==> config.mk <==
export PLATFORM = sky130hd
export DESIGN_NAME = pulse_induction_motion_detector_top
export DESIGN_NICKNAME = d
export VERILOG_FILES = /design/src/hw/rtl/pimd_pkg.sv /design/src/hw/rtl/pimd_hist.sv /design/src/hw/rtl/pulse_induction_motion_detector_top.sv
export SDC_FILE = /design/constraint.sdc
export NUM_CORES = 1
export LEC_CHECK = 0
export BUFFER_PORTS_ARGS = -buffer_cell sky130_fd_sc_hd__buf_2
export CAP_MARGIN = 10
export CORE_MARGIN = 1
export CORE_UTILIZATION = 45
export CTS_CLUSTER_DIAMETER = 80
export CTS_CLUSTER_SIZE = 10
export DETAILED_ROUTE_END_ITERATION = 10
export PLACE_DENSITY_LB_ADDON = 0.08
export SYNTH_ARGS = -nofsm -noshare
export SYNTH_HDL_FRONTEND = slang
export SYNTH_HIERARCHICAL = 1
export SYNTH_SLANG_ARGS = --single-unit
export TNS_END_PERCENT = 30
==> constraint.sdc <==
create_clock -name i_clk -period 10.59 [get_ports i_clk]
set_clock_uncertainty 0.1 [all_clocks]
set_input_delay 0.5295 -clock i_clk [delete_from_list [all_inputs] [get_ports i_clk]]
set_output_delay 0.5295 -clock i_clk [all_outputs]
set_load 0.02 [all_outputs]
==> src/hw/rtl/pimd_pkg.sv <==
// Shared types and constants of the pulse induction motion detector.
`timescale 1ns / 1ps

package pimd_pkg;

    localparam int CFG_IDX_BITS  = 2;
    localparam int CFG_DATA_BITS = 16;
    localparam int ACC_BITS      = 6;
    localparam int PERIOD_BITS   = 8;
    localparam int STARTUP_BITS  = 16;
    localparam int TONE_BITS     = 12;
    localparam int DIFF_BITS     = 7;
    localparam int OUT_BITS      = 24;

    // result beat layout
    localparam int OUT_BEEP     = 0;
    localparam int OUT_FIRE     = 1;
    localparam int OUT_ERR      = 2;
    localparam int OUT_DIFF_LSB = 3;
    localparam int OUT_TONE_LSB = OUT_DIFF_LSB + DIFF_BITS;

    localparam logic [TONE_BITS-1:0]    TONE_RESET    = 12'd2048;
    localparam logic [TONE_BITS-1:0]    TONE_BASE     = 12'd2049;
    localparam logic [DIFF_BITS-1:0]    DIFF_LIMIT    = 7'd64;
    localparam logic [ACC_BITS-1:0]     ACC_RESET     = 6'd5;
    localparam logic [PERIOD_BITS-1:0]  PERIOD_RESET  = 8'd4;
    localparam logic [STARTUP_BITS-1:0] STARTUP_RESET = 16'd10000;

    typedef enum logic [CFG_IDX_BITS-1:0] {
        CFG_ACCUMULATE   = 2'd0,
        CFG_PULSE_PERIOD = 2'd1,
        CFG_STARTUP      = 2'd2
    } t_cfg_idx;

    typedef enum logic {
        OP_TICK    = 1'b0,
        OP_MEASURE = 1'b1
    } t_op;

    // group completion request to the history unit
    typedef struct packed {
        logic finish;
        logic store;
    } t_hist_ctl;

endpackage

==> src/hw/rtl/pimd_hist.sv <==
// History memory, running total and mean of the stored group sums.
`timescale 1ns / 1ps

module pimd_hist #(
    parameter int HISTORY_DEPTH = 32,
    parameter int SUM_BITS      = 22
) (
    input  logic                i_clk,
    input  logic                i_rst_n,
    input  pimd_pkg::t_hist_ctl i_ctl,
    input  logic [SUM_BITS-1:0] i_sum,
    output logic [SUM_BITS-1:0] o_mean,
    output logic                o_busy
);
    import pimd_pkg::*;

    localparam int SLOT_BITS  = $clog2(HISTORY_DEPTH);
    localparam int TOT_BITS   = SUM_BITS + SLOT_BITS;
    localparam int SHIFT      = TOT_BITS + SLOT_BITS;
    localparam int RECIP_BITS = TOT_BITS + 1;
    localparam int LO_BITS    = TOT_BITS / 2;
    localparam int HI_BITS    = TOT_BITS - LO_BITS;
    localparam int PLO_BITS   = LO_BITS + RECIP_BITS;
    localparam int PHI_BITS   = HI_BITS + RECIP_BITS;
    localparam int PROD_BITS  = 2 * TOT_BITS + 1;
    localparam logic [63:0] RECIP_WIDE =
        ((64'd1 << SHIFT) + 64'(HISTORY_DEPTH) - 64'd1) / 64'(HISTORY_DEPTH);
    localparam logic [RECIP_BITS-1:0] RECIP     = RECIP_BITS'(RECIP_WIDE);
    localparam logic [SLOT_BITS-1:0]  LAST_SLOT = SLOT_BITS'(HISTORY_DEPTH - 1);

    logic [SUM_BITS-1:0]      r_mem [HISTORY_DEPTH];
    logic [SUM_BITS-1:0]      r_rd_data;
    logic                     r_rd_valid;
    logic [HISTORY_DEPTH-1:0] r_valid;
    logic [SLOT_BITS-1:0]     r_slot, n_slot;
    logic [TOT_BITS-1:0]      r_total, n_total;
    logic [PLO_BITS-1:0]      r_plo;
    logic [PHI_BITS-1:0]      r_phi;
    logic [SUM_BITS-1:0]      r_mean;
    logic                     r_busy1, r_busy2;
    logic                     store;
    logic [SUM_BITS-1:0]      old_entry;
    logic [PROD_BITS-1:0]     prod_sum;

    always_comb begin
        store     = i_ctl.finish && i_ctl.store;
        old_entry = r_rd_valid ? r_rd_data : '0;
        n_slot    = r_slot;
        if (i_ctl.finish) begin
            n_slot = (r_slot == LAST_SLOT) ? '0 : r_slot + 1'b1;
        end
        n_total = r_total;
        if (store) begin
            n_total = r_total - TOT_BITS'(old_entry) + TOT_BITS'(i_sum);
        end
        prod_sum = PROD_BITS'(r_plo) + (PROD_BITS'(r_phi) << LO_BITS);
    end

    // slot always moves on a write, so the prefetch never hits the written entry
    always_ff @(posedge i_clk) begin
        if (store) begin
            r_mem[r_slot] <= i_sum;
        end
        r_rd_data <= r_mem[n_slot];
    end

    always_ff @(posedge i_clk) begin
        if (!i_rst_n) begin
            r_slot     <= '0;
            r_total    <= '0;
            r_valid    <= '0;
            r_rd_valid <= 1'b0;
            r_busy1    <= 1'b1;
            r_busy2    <= 1'b1;
        end else begin
            r_slot     <= n_slot;
            r_total    <= n_total;
            if (store) begin
                r_valid[r_slot] <= 1'b1;
            end
            r_rd_valid <= r_valid[n_slot];
            r_busy1    <= store;
            r_busy2    <= r_busy1;
        end
    end

    // mean = total / depth by exact reciprocal, two partial products
    always_ff @(posedge i_clk) begin
        r_plo  <= PLO_BITS'(r_total[LO_BITS-1:0]) * PLO_BITS'(RECIP);
        r_phi  <= PHI_BITS'(r_total[TOT_BITS-1:LO_BITS]) * PHI_BITS'(RECIP);
        r_mean <= prod_sum[SHIFT +: SUM_BITS];
    end

    assign o_mean = r_mean;
    assign o_busy = r_busy1 || r_busy2;

endmodule

==> src/hw/rtl/pulse_induction_motion_detector_top.sv <==
// Top level of the pulse induction motion detector timing and detection core.
`timescale 1ns / 1ps
//
// Channel   Dir  Handshake        Payload
// s_axis    in   tvalid/tready    tuser: op; tdata: pulse_width, coil_timed_out,
//                                 pinpoint_released (LSB first, zero padded)
// m_axis    out  tvalid/tready    tdata: beep_level, fire_pulse, coil_error,
//                                 difference, tone_divider (LSB first, zero padded)
// cfg       in   i_cfg_we         i_cfg_idx selects register, i_cfg_data value
//
// One beat per cycle while tready is high; each beat's result is registered.
// After a group sum is stored in the history the input pauses while the
// two-stage reciprocal multiplier re-forms the history mean, and also after reset.
// A two-entry output stage (register plus skid) lets input flow while m_axis stalls;
// tready drops when both entries hold beats or while the history mean is re-formed.
// Reset is synchronous, active low; history entries read as zero until written.

module pulse_induction_motion_detector_top #(
    parameter int HISTORY_DEPTH = 32,
    parameter int WIDTH_BITS    = 16,
    localparam int IN_BITS      = ((WIDTH_BITS + 2 + 7) / 8) * 8
) (
    input  logic                               i_clk,
    input  logic                               i_rst_n,
    input  logic                               i_s_axis_tvalid,
    output logic                               o_s_axis_tready,
    // [W-1:0] pulse_width, [W] coil_timed_out, [W+1] pinpoint_released, zero fill
    input  logic [IN_BITS-1:0]                 i_s_axis_tdata,
    // [0] op
    input  logic                               i_s_axis_tuser,
    output logic                               o_m_axis_tvalid,
    input  logic                               i_m_axis_tready,
    // [0] beep_level, [1] fire_pulse, [2] coil_error, [9:3] difference,
    // [21:10] tone_divider, [23:22] zero
    output logic [pimd_pkg::OUT_BITS-1:0]      o_m_axis_tdata,
    input  logic                               i_cfg_we,
    input  logic [pimd_pkg::CFG_IDX_BITS-1:0]  i_cfg_idx,
    input  logic [pimd_pkg::CFG_DATA_BITS-1:0] i_cfg_data
);
    import pimd_pkg::*;

    localparam int SUM_BITS = WIDTH_BITS + ACC_BITS;

    // configuration
    logic [ACC_BITS-1:0]     r_acc_count,    n_acc_count;
    logic [PERIOD_BITS-1:0]  r_pulse_period, n_pulse_period;

    // scalar state
    logic [TONE_BITS-1:0]    r_tone_cnt,     n_tone_cnt;
    logic [TONE_BITS-1:0]    r_tone_reload,  n_tone_reload;
    logic                    r_beep,         n_beep;
    logic [PERIOD_BITS-1:0]  r_pulse_cd,     n_pulse_cd;
    logic [STARTUP_BITS-1:0] r_startup_left, n_startup_left;
    logic [ACC_BITS-1:0]     r_meas_left,    n_meas_left;
    logic [SUM_BITS-1:0]     r_group_sum,    n_group_sum;
    logic [DIFF_BITS-1:0]    r_last_diff,    n_last_diff;

    // output register and skid entry
    logic                    r_out_vld;
    logic [OUT_BITS-1:0]     r_out_data;
    logic                    r_skid_vld;
    logic [OUT_BITS-1:0]     r_skid_data;

    logic                    accept;
    logic                    take;
    t_op                     op;
    logic [WIDTH_BITS-1:0]   pulse_width;
    logic                    coil_timed_out;
    logic                    pinpoint_released;
    logic [SUM_BITS-1:0]     sum_add;
    logic [SUM_BITS-1:0]     gap;
    logic [ACC_BITS-1:0]     meas_dec;
    logic [TONE_BITS-1:0]    tone_dec;
    logic [PERIOD_BITS-1:0]  cd_dec;
    logic [DIFF_BITS-1:0]    rise;
    logic [TONE_BITS-1:0]    reload_new;
    logic                    fire;
    logic                    coil_err;
    logic                    finish;
    logic [OUT_BITS-1:0]     result;
    logic [SUM_BITS-1:0]     hist_mean;
    logic                    hist_busy;
    t_hist_ctl               hist_ctl;

    assign o_s_axis_tready   = !r_skid_vld && !hist_busy;
    assign accept            = i_s_axis_tvalid && o_s_axis_tready;
    assign take              = r_out_vld && i_m_axis_tready;
    assign op                = t_op'(i_s_axis_tuser);
    assign pulse_width       = i_s_axis_tdata[WIDTH_BITS-1:0];
    assign coil_timed_out    = i_s_axis_tdata[WIDTH_BITS];
    assign pinpoint_released = i_s_axis_tdata[WIDTH_BITS+1];

    // rise of the new group sum above the history mean, clamped
    always_comb begin
        sum_add  = r_group_sum + SUM_BITS'(pulse_width);
        meas_dec = r_meas_left - 1'b1;
        tone_dec = r_tone_cnt - 1'b1;
        cd_dec   = r_pulse_cd - 1'b1;
        gap      = sum_add - hist_mean;
        if (sum_add > hist_mean) begin
            rise = (gap > SUM_BITS'(DIFF_LIMIT)) ? DIFF_LIMIT : DIFF_BITS'(gap);
        end else begin
            rise = '0;
        end
        reload_new = TONE_BASE - (TONE_BITS'(rise) << 5);
    end

    always_comb begin
        n_acc_count    = r_acc_count;
        n_pulse_period = r_pulse_period;
        n_tone_cnt     = r_tone_cnt;
        n_tone_reload  = r_tone_reload;
        n_beep         = r_beep;
        n_pulse_cd     = r_pulse_cd;
        n_startup_left = r_startup_left;
        n_meas_left    = r_meas_left;
        n_group_sum    = r_group_sum;
        n_last_diff    = r_last_diff;
        fire           = 1'b0;
        coil_err       = 1'b0;
        finish         = 1'b0;

        if (accept) begin
            case (op)
                OP_TICK: begin
                    // tone counter; at zero it only reloads
                    if (r_tone_cnt != '0) begin
                        if (tone_dec == '0) begin
                            n_beep     = !r_beep;
                            n_tone_cnt = r_tone_reload;
                        end else begin
                            n_tone_cnt = tone_dec;
                        end
                    end else begin
                        n_tone_cnt = r_tone_reload;
                    end
                    // transmit divider parks at zero
                    if (r_pulse_cd != '0) begin
                        if (cd_dec == '0) begin
                            n_pulse_cd = r_pulse_period;
                            fire       = 1'b1;
                        end else begin
                            n_pulse_cd = cd_dec;
                        end
                    end
                    if (r_startup_left != '0) begin
                        n_startup_left = r_startup_left - 1'b1;
                    end
                end
                OP_MEASURE: begin
                    if (coil_timed_out && (r_startup_left == '0)) begin
                        coil_err = 1'b1;
                    end else if (meas_dec == '0) begin
                        finish = 1'b1;
                        if (r_startup_left == '0) begin
                            n_last_diff   = rise;
                            n_tone_reload = reload_new;
                            if (reload_new < r_tone_cnt) begin
                                n_tone_cnt = reload_new;
                            end
                        end
                        n_group_sum = '0;
                        n_meas_left = r_acc_count;
                    end else begin
                        n_group_sum = sum_add;
                        n_meas_left = meas_dec;
                    end
                end
                default: begin
                end
            endcase
        end

        // config writes land only while idle: a rule for the user, unenforced by the block
        if (i_cfg_we) begin
            case (t_cfg_idx'(i_cfg_idx))
                CFG_ACCUMULATE:   n_acc_count    = i_cfg_data[ACC_BITS-1:0];
                CFG_PULSE_PERIOD: n_pulse_period = i_cfg_data[PERIOD_BITS-1:0];
                CFG_STARTUP:      n_startup_left = i_cfg_data[STARTUP_BITS-1:0];
                default: begin
                end
            endcase
        end
    end

    assign hist_ctl.finish = finish;
    assign hist_ctl.store  = pinpoint_released;

    assign result = {2'b00, n_tone_reload, n_last_diff, coil_err, fire, n_beep};

    pimd_hist #(
        .HISTORY_DEPTH (HISTORY_DEPTH),
        .SUM_BITS      (SUM_BITS)
    ) u_hist (
        .i_clk   (i_clk),
        .i_rst_n (i_rst_n),
        .i_ctl   (hist_ctl),
        .i_sum   (sum_add),
        .o_mean  (hist_mean),
        .o_busy  (hist_busy)
    );

    always_ff @(posedge i_clk) begin
        if (!i_rst_n) begin
            r_acc_count    <= ACC_RESET;
            r_pulse_period <= PERIOD_RESET;
            r_tone_cnt     <= TONE_RESET;
            r_tone_reload  <= TONE_RESET;
            r_beep         <= 1'b0;
            r_pulse_cd     <= PERIOD_RESET;
            r_startup_left <= STARTUP_RESET;
            r_meas_left    <= ACC_RESET;
            r_group_sum    <= '0;
            r_last_diff    <= '0;
        end else begin
            r_acc_count    <= n_acc_count;
            r_pulse_period <= n_pulse_period;
            r_tone_cnt     <= n_tone_cnt;
            r_tone_reload  <= n_tone_reload;
            r_beep         <= n_beep;
            r_pulse_cd     <= n_pulse_cd;
            r_startup_left <= n_startup_left;
            r_meas_left    <= n_meas_left;
            r_group_sum    <= n_group_sum;
            r_last_diff    <= n_last_diff;
        end
    end

    // output register with skid: skid fills only when the output stalls
    always_ff @(posedge i_clk) begin
        if (!i_rst_n) begin
            r_out_vld  <= 1'b0;
            r_skid_vld <= 1'b0;
        end else if (take) begin
            if (r_skid_vld) begin
                r_out_vld  <= 1'b1;
                r_skid_vld <= 1'b0;
            end else begin
                r_out_vld <= accept;
            end
        end else if (accept) begin
            if (r_out_vld) begin
                r_skid_vld <= 1'b1;
            end else begin
                r_out_vld <= 1'b1;
            end
        end
    end

    always_ff @(posedge i_clk) begin
        if (take && r_skid_vld) begin
            r_out_data <= r_skid_data;
        end else if (accept && (take || !r_out_vld)) begin
            r_out_data <= result;
        end
        if (accept && r_out_vld && !take) begin
            r_skid_data <= result;
        end
    end

    assign o_m_axis_tvalid = r_out_vld;
    assign o_m_axis_tdata  = r_out_data;

endmodule

==> results.toml <==
[finish]
nFillCells = 8179
seq_area_mm2 = 0.0271
area_growth_pct = 12.4
instances_no_fill = 4710
drive_above_1_share = 0.148
fin_area_mm2 = 0.0486
nNetsFinal = 3512
multiInputGateArea_mm2 = 0.0150

[clock_network]
htreeDepth = 3
clock-sinks = 981
path_clk_slew_ps = 60
cts_resized = 0
tritoncts = "done"
clock_latency_ps = 710
clockRootBuffer = "clkbuf_16"
cts_buffers = 109
cts_hold_buf = 10
postCtsSetupBuffers = 0
clock_path_buffers = 3

[detailed_routing]
vias = 28290
vias_per_cell = 6.01
ant_nets = 0
drt_iter0_markers = 2671
avgRoutedWirePerCell_um = 26.3
drc = 0
dr.pass1.iters = 8
wl_mm = 124

[synth]
synth_seq_area_share = 0.628
synth_edf_count = 748
synthFlopType = "edfxtp_1"
synthArstFlopShare = 0
syn-instance-count = 3285
avgSynthCellArea_um2 = 13.2
syn-cell-area_mm2 = 0.0432
synth_area_leaders = "edfxtp_1 (52%), dfxtp_1 (11%), mux4_2 (6.9%), a21oi_1 (2.8%), ha_1 (2.5%)"
synthDistinctLibCells = 86
synth_top_area_frac = 0.520
synth_seq_cells = 981
yosysWarnings = 6
synth.largest_area_cell = "edfxtp_1"

[worst_setup_path]
worst_path_most_repeated_cell = "ha_1"
startpoint_type = "register"
endpoint_kind = "register"
critPathArrivalTime_ps = 9300
cp_max_fo = 34
cp_slowest_stage_delay_ps = 740
worstPathRequired_ps = 11050
slowest_stage = "a31oi_1"
worst-setup-path-type = "reg -> reg"
r2r_cells = 37

[job]
drv_cap = 0

[min_path]
hp-class = "in -> reg"
holdPathStages = 3

[floorplanning]
core_area_mm2 = 0.0950
initial_core_util = 0.455
die-area_mm2 = 0.0973
std_cell_rows = 113
die_w_um = 312
chipHeight_um = 312
io_pins = 74

[global_routing]
grt_remaining_overflow = 0
grt_usage = 0.254
antenna_found_initial = 6
grt_pass1_wl_mm = 184
grt_pass1_vias = 28226
grt_max_degree = 81

[sta]
period_share = 0.835
maxSlewViolCount = 0
rsz0062_at_grt = "no"
finalCriticalPeriod_ps = 8840
worst_slew_pin_slew_ps = 1250
fin_tns_setup_ps = 0
max_freq_ghz = 0.113
setup_viol = 0
relSlewSlack = 0.164
hold_viol = 0

[placement]
postPlaceCellArea_mm2 = 0.0453
dpl.hpwl_mm = 75.6
place_congestion = 0.849
dpl.cell_count = 4498
port_buffers = 65

[power]
p_leak_uw = 0.0162
power_density_mw_per_mm2 = 165
ir_drop_v = 0.000128

[outcome]
status = "complete, no violations"
final cells by class:
class,instances,share of cell area
clock inverters,10,0.00332
clock buffers,189,0.0623
well taps,1265,0.0326
inverters,171,0.0132
repair buffers,152,0.0209
diodes,2,0.000103
multi-input cells,1940,0.309
flip-flops and latches,981,0.558
report_power, final:
group	switching, µW	internal (µW)	total, µW
combinational	285	142	427
sequential	9.15	4150	4160
clock	1510	1940	3440
total	1800	6220	8030
worst max-delay path: cells and delay by family (launching register included):
kind / cells / cell delay (ps)
and+or+nand+nor: 12 / 2280
adders and majority gates: 5 / 1460
AOI/OAI and AO/OA: 14 / 3440
buffers and inverters: 5 / 890
DFF: 1 / 310
xor gates and xnor gates: 1 / 170
synthesized netlist by cell type (31+ instances only):
master    instances
inv_1           168
nor2_1          240
nand3_1          65
a221oi_1         48
o22ai_1          67
nand2_1         260
xnor2_1          42
edfxtp_1        748
clkbuf_1        131
o21ai_0          92
mux2i_1          31
a21oi_1         239
nor3_1           43
a211oi_1         41
nand4_1          33
mux4_2          132
o311ai_0         33
dfxtp_1         233
and2_1           68
ha_1             85
placed cells by master (no fill, tap or decap), drive strengths merged, types with 70 or more instances in the layout:
master / Yosys / layout
a21oi: 239 / 239
buf: 63 / 141
nor2: 240 / 240
mux4: 132 / 132
nand2: 260 / 260
inv: 171 / 176
o21ai: 97 / 97
and2: 70 / 70
edfxtp: 748 / 748
dfxtp: 233 / 233
clkbuf: 131 / 190
ha: 85 / 85
routing by layer:
layer,track usage,up-vias,share of wire
met2,0.427,922,0.49
li1,-,12650,-
met3,0.0312,218,0.053
met5,0,-,0.00027
met4,0.0976,4,0.041
met1,0.335,14496,0.42
metrics by stage:
step	utilization	worst slack [ps]	power, µW	hold WS, ps
2_1_floorplan	-	2400	4510	210
3_3_place_gp	0.477	1610	4650	211
3_5_place_dp	0.477	1540	4660	213
4_1_cts	0.511	1810	8100	0.282
5_1_grt	0.511	911	8280	31.5
6_report	0.511	1750	8030	50.4
sequential cells by signal (all words and copies together), names as in the netlist, 14 cells and up:
signal,count
u_hist/r_total,27
o_m_axis_tdata,22
r_group_sum,22
u_hist/r_phi,14
u_hist/o_mean,22
u_hist/r_valid,32
r_startup_left,16
r_skid_data,22
u_hist/r_mem,704
u_hist/r_rd_data,22
path summary, 6_finish.rpt:
check                   startpoint                end  slack, ps
setup / recovery    r_group_sum[0]      r_tone_cnt[8]       1750
hold / removal       i_cfg_data[1]  r_pulse_period[1]         50
setup reg to reg    r_group_sum[0]      r_tone_cnt[8]       1750
hold reg to reg   u_hist/r_plo[35]   u_hist/o_mean[3]        220
logic make-up after synthesis:
| kind of cell | synth area share |
|---|---|
| compound gates | 0.115 |
| xor+xnor | 0.0144 |
| fa+ha+maj | 0.0357 |
| buf+inv | 0.0355 |
| flops | 0.628 |
| mux | 0.0796 |
| other cells | 0.0000868 |
| simple gates | 0.0917 |
(Power assumes the default switching activity.)
